`config.mk`:
```
export PLATFORM = sky130hd
export DESIGN_NAME = nfca_uid_cascade_select
export DESIGN_NICKNAME = d
export VERILOG_FILES = /design/src/rtl/nfca_pkg.sv /design/src/rtl/nfca_seq.sv /design/src/rtl/nfca_out_buf.sv /design/src/rtl/nfca_uid_cascade_select.sv
export SDC_FILE = /design/constraint.sdc
export NUM_CORES = 1
export LEC_CHECK = 0
export BUFFER_PORTS_ARGS = -buffer_cell sky130_fd_sc_hd__buf_2
export CORE_ASPECT_RATIO = 1.75
export CORE_MARGIN = 3
export CORE_UTILIZATION = 60
export DETAILED_ROUTE_END_ITERATION = 8
export PLACE_DENSITY = 0.87
export SLEW_MARGIN = 0
export SYNTH_ARGS = -nofsm -noshare
export SYNTH_HDL_FRONTEND = slang
export SYNTH_SLANG_ARGS = --single-unit
export TNS_END_PERCENT = 30
```
`constraint.sdc`:
```
create_clock -name clk -period 16.05 [get_ports clk]
set_input_delay 1.605 -clock clk [delete_from_list [all_inputs] [get_ports clk]]
set_output_delay 1.605 -clock clk [all_outputs]
set_load 0.03 [all_outputs]
```
`src/rtl/nfca_pkg.sv`:
```
// Shared types and constants for the NFC-A UID cascade select sequencer.
// Used by every module under rtl; depends on nothing else.
package nfca_pkg;

    // Largest UID the scan may gather, in bytes.
    localparam int UID_BYTES_MAX = 10;

    // Widths fixed by the item fields.
    localparam int CNT_W  = 4;
    localparam int LEN_W  = 6;
    localparam int BYTE_W = 8;

    // Frame outcome codes carried on the input side.
    localparam logic [2:0] CMD_START    = 3'd0;
    localparam logic [2:0] CMD_ATQA     = 3'd1;
    localparam logic [2:0] CMD_ANTICOLL = 3'd2;
    localparam logic [2:0] CMD_SELECT   = 3'd3;
    localparam logic [2:0] CMD_FAIL     = 3'd4;

    // Answer lengths expected for each frame kind.
    localparam logic [LEN_W-1:0] ATQA_LEN     = 6'd2;
    localparam logic [LEN_W-1:0] ANTICOLL_LEN = 6'd5;
    localparam logic [LEN_W-1:0] SAK_LEN      = 6'd1;

    // Protocol byte values.
    localparam logic [7:0] SEL_CL1     = 8'h93;
    localparam logic [7:0] SEL_CL2     = 8'h95;
    localparam logic [7:0] SEL_CL3     = 8'h97;
    localparam logic [7:0] CASCADE_TAG = 8'h88;
    localparam logic [7:0] SAK_CASCADE = 8'h04;

    // Largest starting counts that still leave room for a cascade or final part.
    localparam logic [CNT_W-1:0] CNT_MAX_CASCADE = CNT_W'(UID_BYTES_MAX - 3);
    localparam logic [CNT_W-1:0] CNT_MAX_FINAL   = CNT_W'(UID_BYTES_MAX - 4);

    typedef enum logic [1:0] {
        PH_IDLE     = 2'd0,
        PH_ATQA     = 2'd1,
        PH_ANTICOLL = 2'd2,
        PH_SAK      = 2'd3
    } phase_t;

    typedef enum logic [2:0] {
        ACT_REQA     = 3'd0,
        ACT_ANTICOLL = 3'd1,
        ACT_SELECT   = 3'd2,
        ACT_OK       = 3'd3,
        ACT_FAIL     = 3'd4
    } act_t;

    // One result item as it travels to the output stage.
    typedef struct packed {
        act_t                  action;
        logic [7:0]            select_code;
        logic [4:0][7:0]       frame;
        logic [CNT_W-1:0]      uid_length;
        logic [63:0]           uid_low;
        logic [15:0]           uid_high;
        logic [7:0]            sak_value;
        logic [15:0]           atqa_value;
    } res_t;

    // Select code for a cascade level; levels past the third use the last code.
    function automatic logic [7:0] level_code(input logic [1:0] level);
        logic [7:0] code;
        case (level)
            2'd0:    code = SEL_CL1;
            2'd1:    code = SEL_CL2;
            default: code = SEL_CL3;
        endcase
        return code;
    endfunction

endpackage

```
`src/rtl/nfca_seq.sv`:
```
// Identification sequencer state and its update per frame outcome.
// Depends on nfca_pkg.
module nfca_seq
(
    input  logic               clk,
    input  logic               rst_n,
    input  logic               accept,
    input  logic [2:0]         command,
    input  logic [5:0]         rx_len,
    input  logic [4:0][7:0]    rx_bytes,
    input  logic               deadline_passed,
    output logic               res_valid,
    output nfca_pkg::res_t     res
);

    nfca_pkg::phase_t phase_reg, phase_next;
    logic [1:0]       level_reg, level_next;
    logic [nfca_pkg::CNT_W-1:0] count_reg, count_next;
    logic [7:0]       uid_reg  [nfca_pkg::UID_BYTES_MAX];
    logic [7:0]       uid_next [nfca_pkg::UID_BYTES_MAX];
    logic [4:0][7:0]  saved_reg, saved_next;
    logic [15:0]      atqa_reg, atqa_next;
    logic [7:0]       sak_reg, sak_next;

    nfca_pkg::act_t   action;
    logic             produce;
    logic             append_en;
    logic [2:0]       append_n;
    logic [3:0][7:0]  append_src;
    logic [7:0]       check;

    assign check = rx_bytes[0] ^ rx_bytes[1] ^ rx_bytes[2] ^ rx_bytes[3];

    // Next state and the action for the current frame outcome.
    always_comb
    begin
        phase_next = phase_reg;
        level_next = level_reg;
        count_next = count_reg;
        saved_next = saved_reg;
        atqa_next  = atqa_reg;
        sak_next   = sak_reg;
        for (int j = 0; j < nfca_pkg::UID_BYTES_MAX; j++)
        begin
            uid_next[j] = uid_reg[j];
        end
        produce    = 1'b0;
        action     = nfca_pkg::ACT_REQA;
        append_en  = 1'b0;
        append_n   = 3'd4;
        append_src = saved_reg[3:0];

        case (command)
            nfca_pkg::CMD_START:
            begin
                for (int j = 0; j < nfca_pkg::UID_BYTES_MAX; j++)
                begin
                    uid_next[j] = 8'h00;
                end
                count_next = '0;
                atqa_next  = 16'h0000;
                sak_next   = 8'h00;
                level_next = 2'd0;
                phase_next = nfca_pkg::PH_ATQA;
                produce    = 1'b1;
                action     = nfca_pkg::ACT_REQA;
            end
            nfca_pkg::CMD_ATQA:
            begin
                if (phase_reg == nfca_pkg::PH_ATQA)
                begin
                    produce = 1'b1;
                    if (rx_len == nfca_pkg::ATQA_LEN)
                    begin
                        atqa_next  = {rx_bytes[1], rx_bytes[0]};
                        level_next = 2'd0;
                        phase_next = nfca_pkg::PH_ANTICOLL;
                        action     = nfca_pkg::ACT_ANTICOLL;
                    end
                    else if (deadline_passed)
                    begin
                        phase_next = nfca_pkg::PH_IDLE;
                        action     = nfca_pkg::ACT_FAIL;
                    end
                    else
                    begin
                        action = nfca_pkg::ACT_REQA;
                    end
                end
            end
            nfca_pkg::CMD_ANTICOLL:
            begin
                if (phase_reg == nfca_pkg::PH_ANTICOLL)
                begin
                    produce = 1'b1;
                    if (rx_len != nfca_pkg::ANTICOLL_LEN || check != rx_bytes[4])
                    begin
                        phase_next = nfca_pkg::PH_IDLE;
                        action     = nfca_pkg::ACT_FAIL;
                    end
                    else
                    begin
                        saved_next = rx_bytes;
                        phase_next = nfca_pkg::PH_SAK;
                        action     = nfca_pkg::ACT_SELECT;
                    end
                end
            end
            nfca_pkg::CMD_SELECT:
            begin
                if (phase_reg == nfca_pkg::PH_SAK)
                begin
                    produce    = 1'b1;
                    phase_next = nfca_pkg::PH_IDLE;
                    action     = nfca_pkg::ACT_FAIL;
                    if (rx_len == nfca_pkg::SAK_LEN)
                    begin
                        sak_next = rx_bytes[0];
                        if (saved_reg[0] == nfca_pkg::CASCADE_TAG)
                        begin
                            // Cascade part: three UID bytes follow the tag.
                            if (count_reg <= nfca_pkg::CNT_MAX_CASCADE &&
                                (rx_bytes[0] & nfca_pkg::SAK_CASCADE) != 8'h00)
                            begin
                                append_en  = 1'b1;
                                append_n   = 3'd3;
                                append_src = {8'h00, saved_reg[3:1]};
                                count_next = count_reg + nfca_pkg::CNT_W'(3);
                                if (level_reg < 2'd2)
                                begin
                                    level_next = level_reg + 2'd1;
                                    phase_next = nfca_pkg::PH_ANTICOLL;
                                    action     = nfca_pkg::ACT_ANTICOLL;
                                end
                            end
                        end
                        else if (count_reg <= nfca_pkg::CNT_MAX_FINAL &&
                                 (rx_bytes[0] & nfca_pkg::SAK_CASCADE) == 8'h00)
                        begin
                            // Final part: four UID bytes and the scan is done.
                            append_en  = 1'b1;
                            append_n   = 3'd4;
                            append_src = saved_reg[3:0];
                            count_next = count_reg + nfca_pkg::CNT_W'(4);
                            action     = nfca_pkg::ACT_OK;
                        end
                    end
                end
            end
            nfca_pkg::CMD_FAIL:
            begin
                case (phase_reg)
                    nfca_pkg::PH_ATQA:
                    begin
                        produce = 1'b1;
                        if (deadline_passed)
                        begin
                            phase_next = nfca_pkg::PH_IDLE;
                            action     = nfca_pkg::ACT_FAIL;
                        end
                        else
                        begin
                            action = nfca_pkg::ACT_REQA;
                        end
                    end
                    nfca_pkg::PH_ANTICOLL, nfca_pkg::PH_SAK:
                    begin
                        produce    = 1'b1;
                        phase_next = nfca_pkg::PH_IDLE;
                        action     = nfca_pkg::ACT_FAIL;
                    end
                    default:
                    begin
                        produce = 1'b0;
                    end
                endcase
            end
            default:
            begin
                produce = 1'b0;
            end
        endcase

        // Append the new UID bytes after those already gathered.
        if (append_en)
        begin
            for (int j = 0; j < nfca_pkg::UID_BYTES_MAX; j++)
            begin
                for (int i = 0; i < 4; i++)
                begin
                    if (3'(i) < append_n &&
                        5'(j) == ({1'b0, count_reg} + 5'(i)))
                    begin
                        uid_next[j] = append_src[i];
                    end
                end
            end
        end
    end

    // Result fields show the state as it stands after this outcome.
    always_comb
    begin
        res.action      = action;
        res.select_code = (action == nfca_pkg::ACT_ANTICOLL ||
                           action == nfca_pkg::ACT_SELECT) ?
                          nfca_pkg::level_code(level_next) : 8'h00;
        res.frame       = (action == nfca_pkg::ACT_SELECT) ? saved_next : '0;
        res.uid_length  = count_next;
        res.uid_low     = 64'h0;
        res.uid_high    = 16'h0;
        for (int j = 0; j < nfca_pkg::UID_BYTES_MAX; j++)
        begin
            if (j < 8)
            begin
                res.uid_low[8*j +: 8] = uid_next[j];
            end
            else
            begin
                res.uid_high[8*(j-8) +: 8] = uid_next[j];
            end
        end
        res.sak_value  = sak_next;
        res.atqa_value = atqa_next;
    end

    assign res_valid = accept & produce;

    // State registers advance only on an accepted transfer.
    always_ff @(posedge clk or negedge rst_n)
    begin
        if (!rst_n)
        begin
            phase_reg <= nfca_pkg::PH_IDLE;
            level_reg <= 2'd0;
            count_reg <= '0;
            saved_reg <= '0;
            atqa_reg  <= 16'h0000;
            sak_reg   <= 8'h00;
            for (int j = 0; j < nfca_pkg::UID_BYTES_MAX; j++)
            begin
                uid_reg[j] <= 8'h00;
            end
        end
        else if (accept)
        begin
            phase_reg <= phase_next;
            level_reg <= level_next;
            count_reg <= count_next;
            saved_reg <= saved_next;
            atqa_reg  <= atqa_next;
            sak_reg   <= sak_next;
            for (int j = 0; j < nfca_pkg::UID_BYTES_MAX; j++)
            begin
                uid_reg[j] <= uid_next[j];
            end
        end
    end

endmodule

```
`src/rtl/nfca_out_buf.sv`:
```
// Two-entry result stage: an output register backed by a skid register.
// Depends on nfca_pkg for the result type.
module nfca_out_buf
(
    input  logic           clk,
    input  logic           rst_n,
    input  logic           in_valid,
    input  nfca_pkg::res_t in_data,
    output logic           in_ready,
    output logic           out_valid,
    input  logic           out_ready,
    output nfca_pkg::res_t out_data
);

    logic           main_valid_reg, main_valid_next;
    logic           skid_valid_reg, skid_valid_next;
    nfca_pkg::res_t main_reg, main_next;
    nfca_pkg::res_t skid_reg, skid_next;
    logic           pop;

    assign in_ready  = ~skid_valid_reg;
    assign out_valid = main_valid_reg;
    assign out_data  = main_reg;
    assign pop       = main_valid_reg & out_ready;

    // Move results forward; the skid entry fills only when the output stalls.
    always_comb
    begin
        main_valid_next = main_valid_reg;
        skid_valid_next = skid_valid_reg;
        main_next       = main_reg;
        skid_next       = skid_reg;
        if (skid_valid_reg)
        begin
            if (pop)
            begin
                main_next       = skid_reg;
                skid_valid_next = 1'b0;
            end
        end
        else if (in_valid)
        begin
            if (!main_valid_reg || pop)
            begin
                main_next       = in_data;
                main_valid_next = 1'b1;
            end
            else
            begin
                skid_next       = in_data;
                skid_valid_next = 1'b1;
            end
        end
        else if (pop)
        begin
            main_valid_next = 1'b0;
        end
    end

    // Occupancy flags.
    always_ff @(posedge clk or negedge rst_n)
    begin
        if (!rst_n)
        begin
            main_valid_reg <= 1'b0;
            skid_valid_reg <= 1'b0;
        end
        else
        begin
            main_valid_reg <= main_valid_next;
            skid_valid_reg <= skid_valid_next;
        end
    end

    // Result payload.
    always_ff @(posedge clk)
    begin
        main_reg <= main_next;
        skid_reg <= skid_next;
    end

endmodule

```
`src/rtl/nfca_uid_cascade_select.sv`:
```
// Top level of the NFC-A UID cascade select sequencer.
// Depends on nfca_pkg, nfca_seq and nfca_out_buf.
//
// Each input transfer carries the outcome of one frame exchange (start, ATQA,
// anticollision answer, select answer or failure): the sequencer state updates
// at the accepting edge and the result, if any, lands in a two-entry output
// stage. A new item can be accepted in every cycle; s_tready drops only while
// two results wait for the downstream side. An outcome that does not fit the
// current phase yields no result. Each result names the next frame to send
// (REQA, anticollision, select) or ends the scan with done ok or done failed,
// and always carries the UID, SAK and ATQA.
module nfca_uid_cascade_select
(
    input  logic         clk,
    input  logic         rst_n,
    input  logic         s_tvalid,
    output logic         s_tready,
    // rx_len[5:0], rx_byte0[13:6], rx_byte1[21:14], rx_byte2[29:22],
    // rx_byte3[37:30], rx_byte4[45:38], deadline_passed[46], zero[47]
    input  logic [47:0]  s_tdata,
    // command[2:0]
    input  logic [2:0]   s_tuser,
    output logic         m_tvalid,
    input  logic         m_tready,
    // select_code[7:0], frame_byte0[15:8], frame_byte1[23:16],
    // frame_byte2[31:24], frame_byte3[39:32], frame_check[47:40],
    // uid_length[51:48], uid_low[115:52], uid_high[131:116],
    // sak_value[139:132], atqa_value[155:140], zero[159:156]
    output logic [159:0] m_tdata,
    // action[2:0]
    output logic [2:0]   m_tuser
);

    logic            accept;
    logic [4:0][7:0] rx_bytes;
    logic            res_valid;
    nfca_pkg::res_t  res;
    nfca_pkg::res_t  out_res;

    assign accept   = s_tvalid & s_tready;
    assign rx_bytes = s_tdata[45:6];

    // Sequencer state and per-item update.
    nfca_seq u_seq
    (
        .clk             (clk),
        .rst_n           (rst_n),
        .accept          (accept),
        .command         (s_tuser),
        .rx_len          (s_tdata[5:0]),
        .rx_bytes        (rx_bytes),
        .deadline_passed (s_tdata[46]),
        .res_valid       (res_valid),
        .res             (res)
    );

    // Result register with skid entry.
    nfca_out_buf u_out_buf
    (
        .clk       (clk),
        .rst_n     (rst_n),
        .in_valid  (res_valid),
        .in_data   (res),
        .in_ready  (s_tready),
        .out_valid (m_tvalid),
        .out_ready (m_tready),
        .out_data  (out_res)
    );

    // Pack the result for the output transfer.
    assign m_tuser = out_res.action;
    assign m_tdata = {4'h0,
                      out_res.atqa_value,
                      out_res.sak_value,
                      out_res.uid_high,
                      out_res.uid_low,
                      out_res.uid_length,
                      out_res.frame,
                      out_res.select_code};

endmodule

```
==> qor.csv <==
metric,value,unit
status,"complete, no violations",
worst slew pin tran,1.33,ns
gr usage total,36.0,%
Buffers on Ports,211,
Comb pwr share,22.2,%
final instance area,26500,um2
complex-gate fraction of the synthesized area,20.7,%
xor and xnor area share after synthesis,1.52,%
final WL,78.5,mm
post-cts resize count,0,
P_int,2.06,mW
Clock Sink Count,454,
Finished Core Util,67.5,%
drt initial violations,2372,
Syn Std Cell Area,23900,um2
hold_buf cts,0,
final setup violation count,0,
max-slew violations,0,
# diodes,0,
main combinational cell family by area after synthesis,compound AO/OA/AOI/OAI gates,
dpl ws,9.97,ns
postcts setup bufs,0,
cell taking the most area after synthesis,edfxtp_1,
Hold Fails Final Rpt,0,
vias in the first global route,19700,
"Power, Total",3.00,mW
post-synthesis sequential area ratio,54.0,%
Clock Root Buffer,clkbuf_16,
TritonCTS Buffers,40,
top_reg_cell synth,edfxtp_1,
"commonest non-fill, non-tap cell in the layout",nand2_1,
Rows,96,
CP Data Required Time,16.29,ns
DRC errors left,0,
leakage,10.8,nW
DR WL/cell,27.3,um
CP peak stage delay,1.07,ns
core footprint,39300,um2
hold crit path type,flop to flop,
# fillers,2819,
clock power share,32.4,%
largest cells by area after synthesis,"edfxtp_1, dfrtp_1, mux2_2",
Seq pwr share,45.4,%
Synth async-reset ratio,32.2,%
Clock Tree Buf Depth,3,
Horiz. Die Dim,157,um
boundary pin count,220,
Worst Skew,0.0247,ns
H-tree level count,2,
Synth Area in Simple Gates,13.2,%
final period utilization,35.8,%
RSZ-0062 raised after global routing,no,
sw frac,31.4,%
Worst path slowest cell,mux2i_2,
die height,270,um
largest net degree at the start of global routing,90,
Placer Congestion,0.978,
worst path bufs/invs,1,
unique cell type count in the Yosys netlist,86,
DP HPWL,51.6,mm
first-pass GRT wire length,117,mm
"EDFF count, synth",308,
layout cells sized above 1,20.5,%
critical-path cell list,"buf_2, or3_1, or4_4, nor2_4, mux2i_2, o22ai_1, a221oi_1, o21ai_0",
Slew Limit Headroom,8.59,%
Area Overhead vs Synth,10.8,%
CP Launch Type,primary input,
cells after synthesis,2264,
die area,42400,um2
register clock-pin slew on the reported worst setup and hold paths,0.07,ns
min cycle time layout,5.75,ns
initial antenna violation count,1,
cell count after placement,2807,
grt total ovfl,0,
Placement Cell Area,25200,um2
CTS tree,built,
max_cap viols,0,
multiplexer area fraction after synthesis,6.15,%
crit path DAT,5.98,ns
Synth top area share,38.7,%
Crit Path Category,primary input to flop,
most frequent cells in the layout,"nand2_1, edfxtp_1, buf_2, a21oi_1, o21ai_0",
Detailed Routing Iterations Pass 1,8,
Final ANT Viol Nets,0,
Power Density,113,nW/um2
area of the multi-input gates,10200,um2
Peak VDD IR,0.104,mV
nets@finish,2427,
Mean Syn Cell Area,10.6,um2
final hold slack,0.468,ns
clk_lat worst skew,0.56,ns
Reg area,12900,um2
final non-filler cell total,2881,
via count,20300,
setup TNS,0,ns
Fmax,0.174,GHz
worst setup margin,10.30,ns
initial cell density of the core,60.9,%
sw power,0.944,mW
crit end category,flop,
Top Family by Delay on Critical Path,simple AND/OR/NAND/NOR gates,
"Max FO, Critical Path",32,
post-synthesis adder-cell area fraction,0.680,%
vias per inst,7.03,
Synth warnings,0,
#FFs+latches synth,454,
[kinds of logic after synthesis]
kind of cell	count (synthesis)
AOI/OAI and AO/OA	731
and+or+nand+nor	684
DFF	454
buffers and inverters	221
muxes	131
xor gates and xnor gates	29
adders and majority gates	13
other	1
[path summary, 6_finish.rpt]
path | from | to | slack, ns | cells past startpoint
setup / recovery | s_tdata[5] | u_out_buf.out_data[54] | 10.30 | 8
hold / removal | u_seq.uid_reg[20] | u_seq.uid_reg[20] | 0.47 | 2
setup reg to reg | u_seq.count_reg[0] | u_out_buf.out_data[39] | 10.36 | 10
hold reg to reg | u_seq.uid_reg[20] | u_seq.uid_reg[20] | 0.47 | 2
max in group asynchronous | rst_n | u_seq.uid_reg[33] | 13.49 | 2
min in group asynchronous | rst_n | u_seq.atqa_reg[3] | 1.11 | 1
[power groups by stage]
| stage | clock network (mW) | logic (mW) | registers (mW) |
|---|---|---|---|
| after floorplan | 0 | 0.350 | 1.52 |
| after global placement | 0 | 0.642 | 1.38 |
| after detailed placement | 0 | 0.655 | 1.39 |
| after CTS | 0.985 | 0.660 | 1.36 |
| after global routing | 1.03 | 0.703 | 1.37 |
| final | 0.975 | 0.667 | 1.36 |
[synth_stat cells (all sizes together), types with 11 or more instances]
cell type  count
nand2        313
edfxtp       308
o21ai        170
a21oi        159
clkbuf       154
dfrtp        146
mux2         125
nand3        110
nor2         101
and2          57
buf           50
a22o          46
a31oi         42
o31ai         42
a211oi        36
nor3          31
a221oi        29
o22ai         27
xnor2         20
a2bb2oi       19
inv           17
a22oi         15
o211ai        15
a221o         13
ha            13
a21o          12
and3          12
o2111a        11
[area by class of cell]
type,count,area share [%]
Inverter,17,0.250
Clock buffer,54,4.29
Timing Repair Buffer,251,5.14
Multi-Input combinational cell,1595,38.6
Sequential cell,454,48.7
Tap cell,490,2.31
Clock inverter,20,0.680
[worst min-delay path, cell delays in order, from the launching register on]
cell,delay [ns]
dfrtp_1,0.34
nand2_1,0.05
nand2_1,0.05
[routing by layer]
metal  share of wire, %  GRT usage [%]
met4                9.8           28.0
met3                9.1           6.54
met1                 34           42.0
met5              0.017              0
met2                 48           57.9
Power figures use the tool's default switching activity.
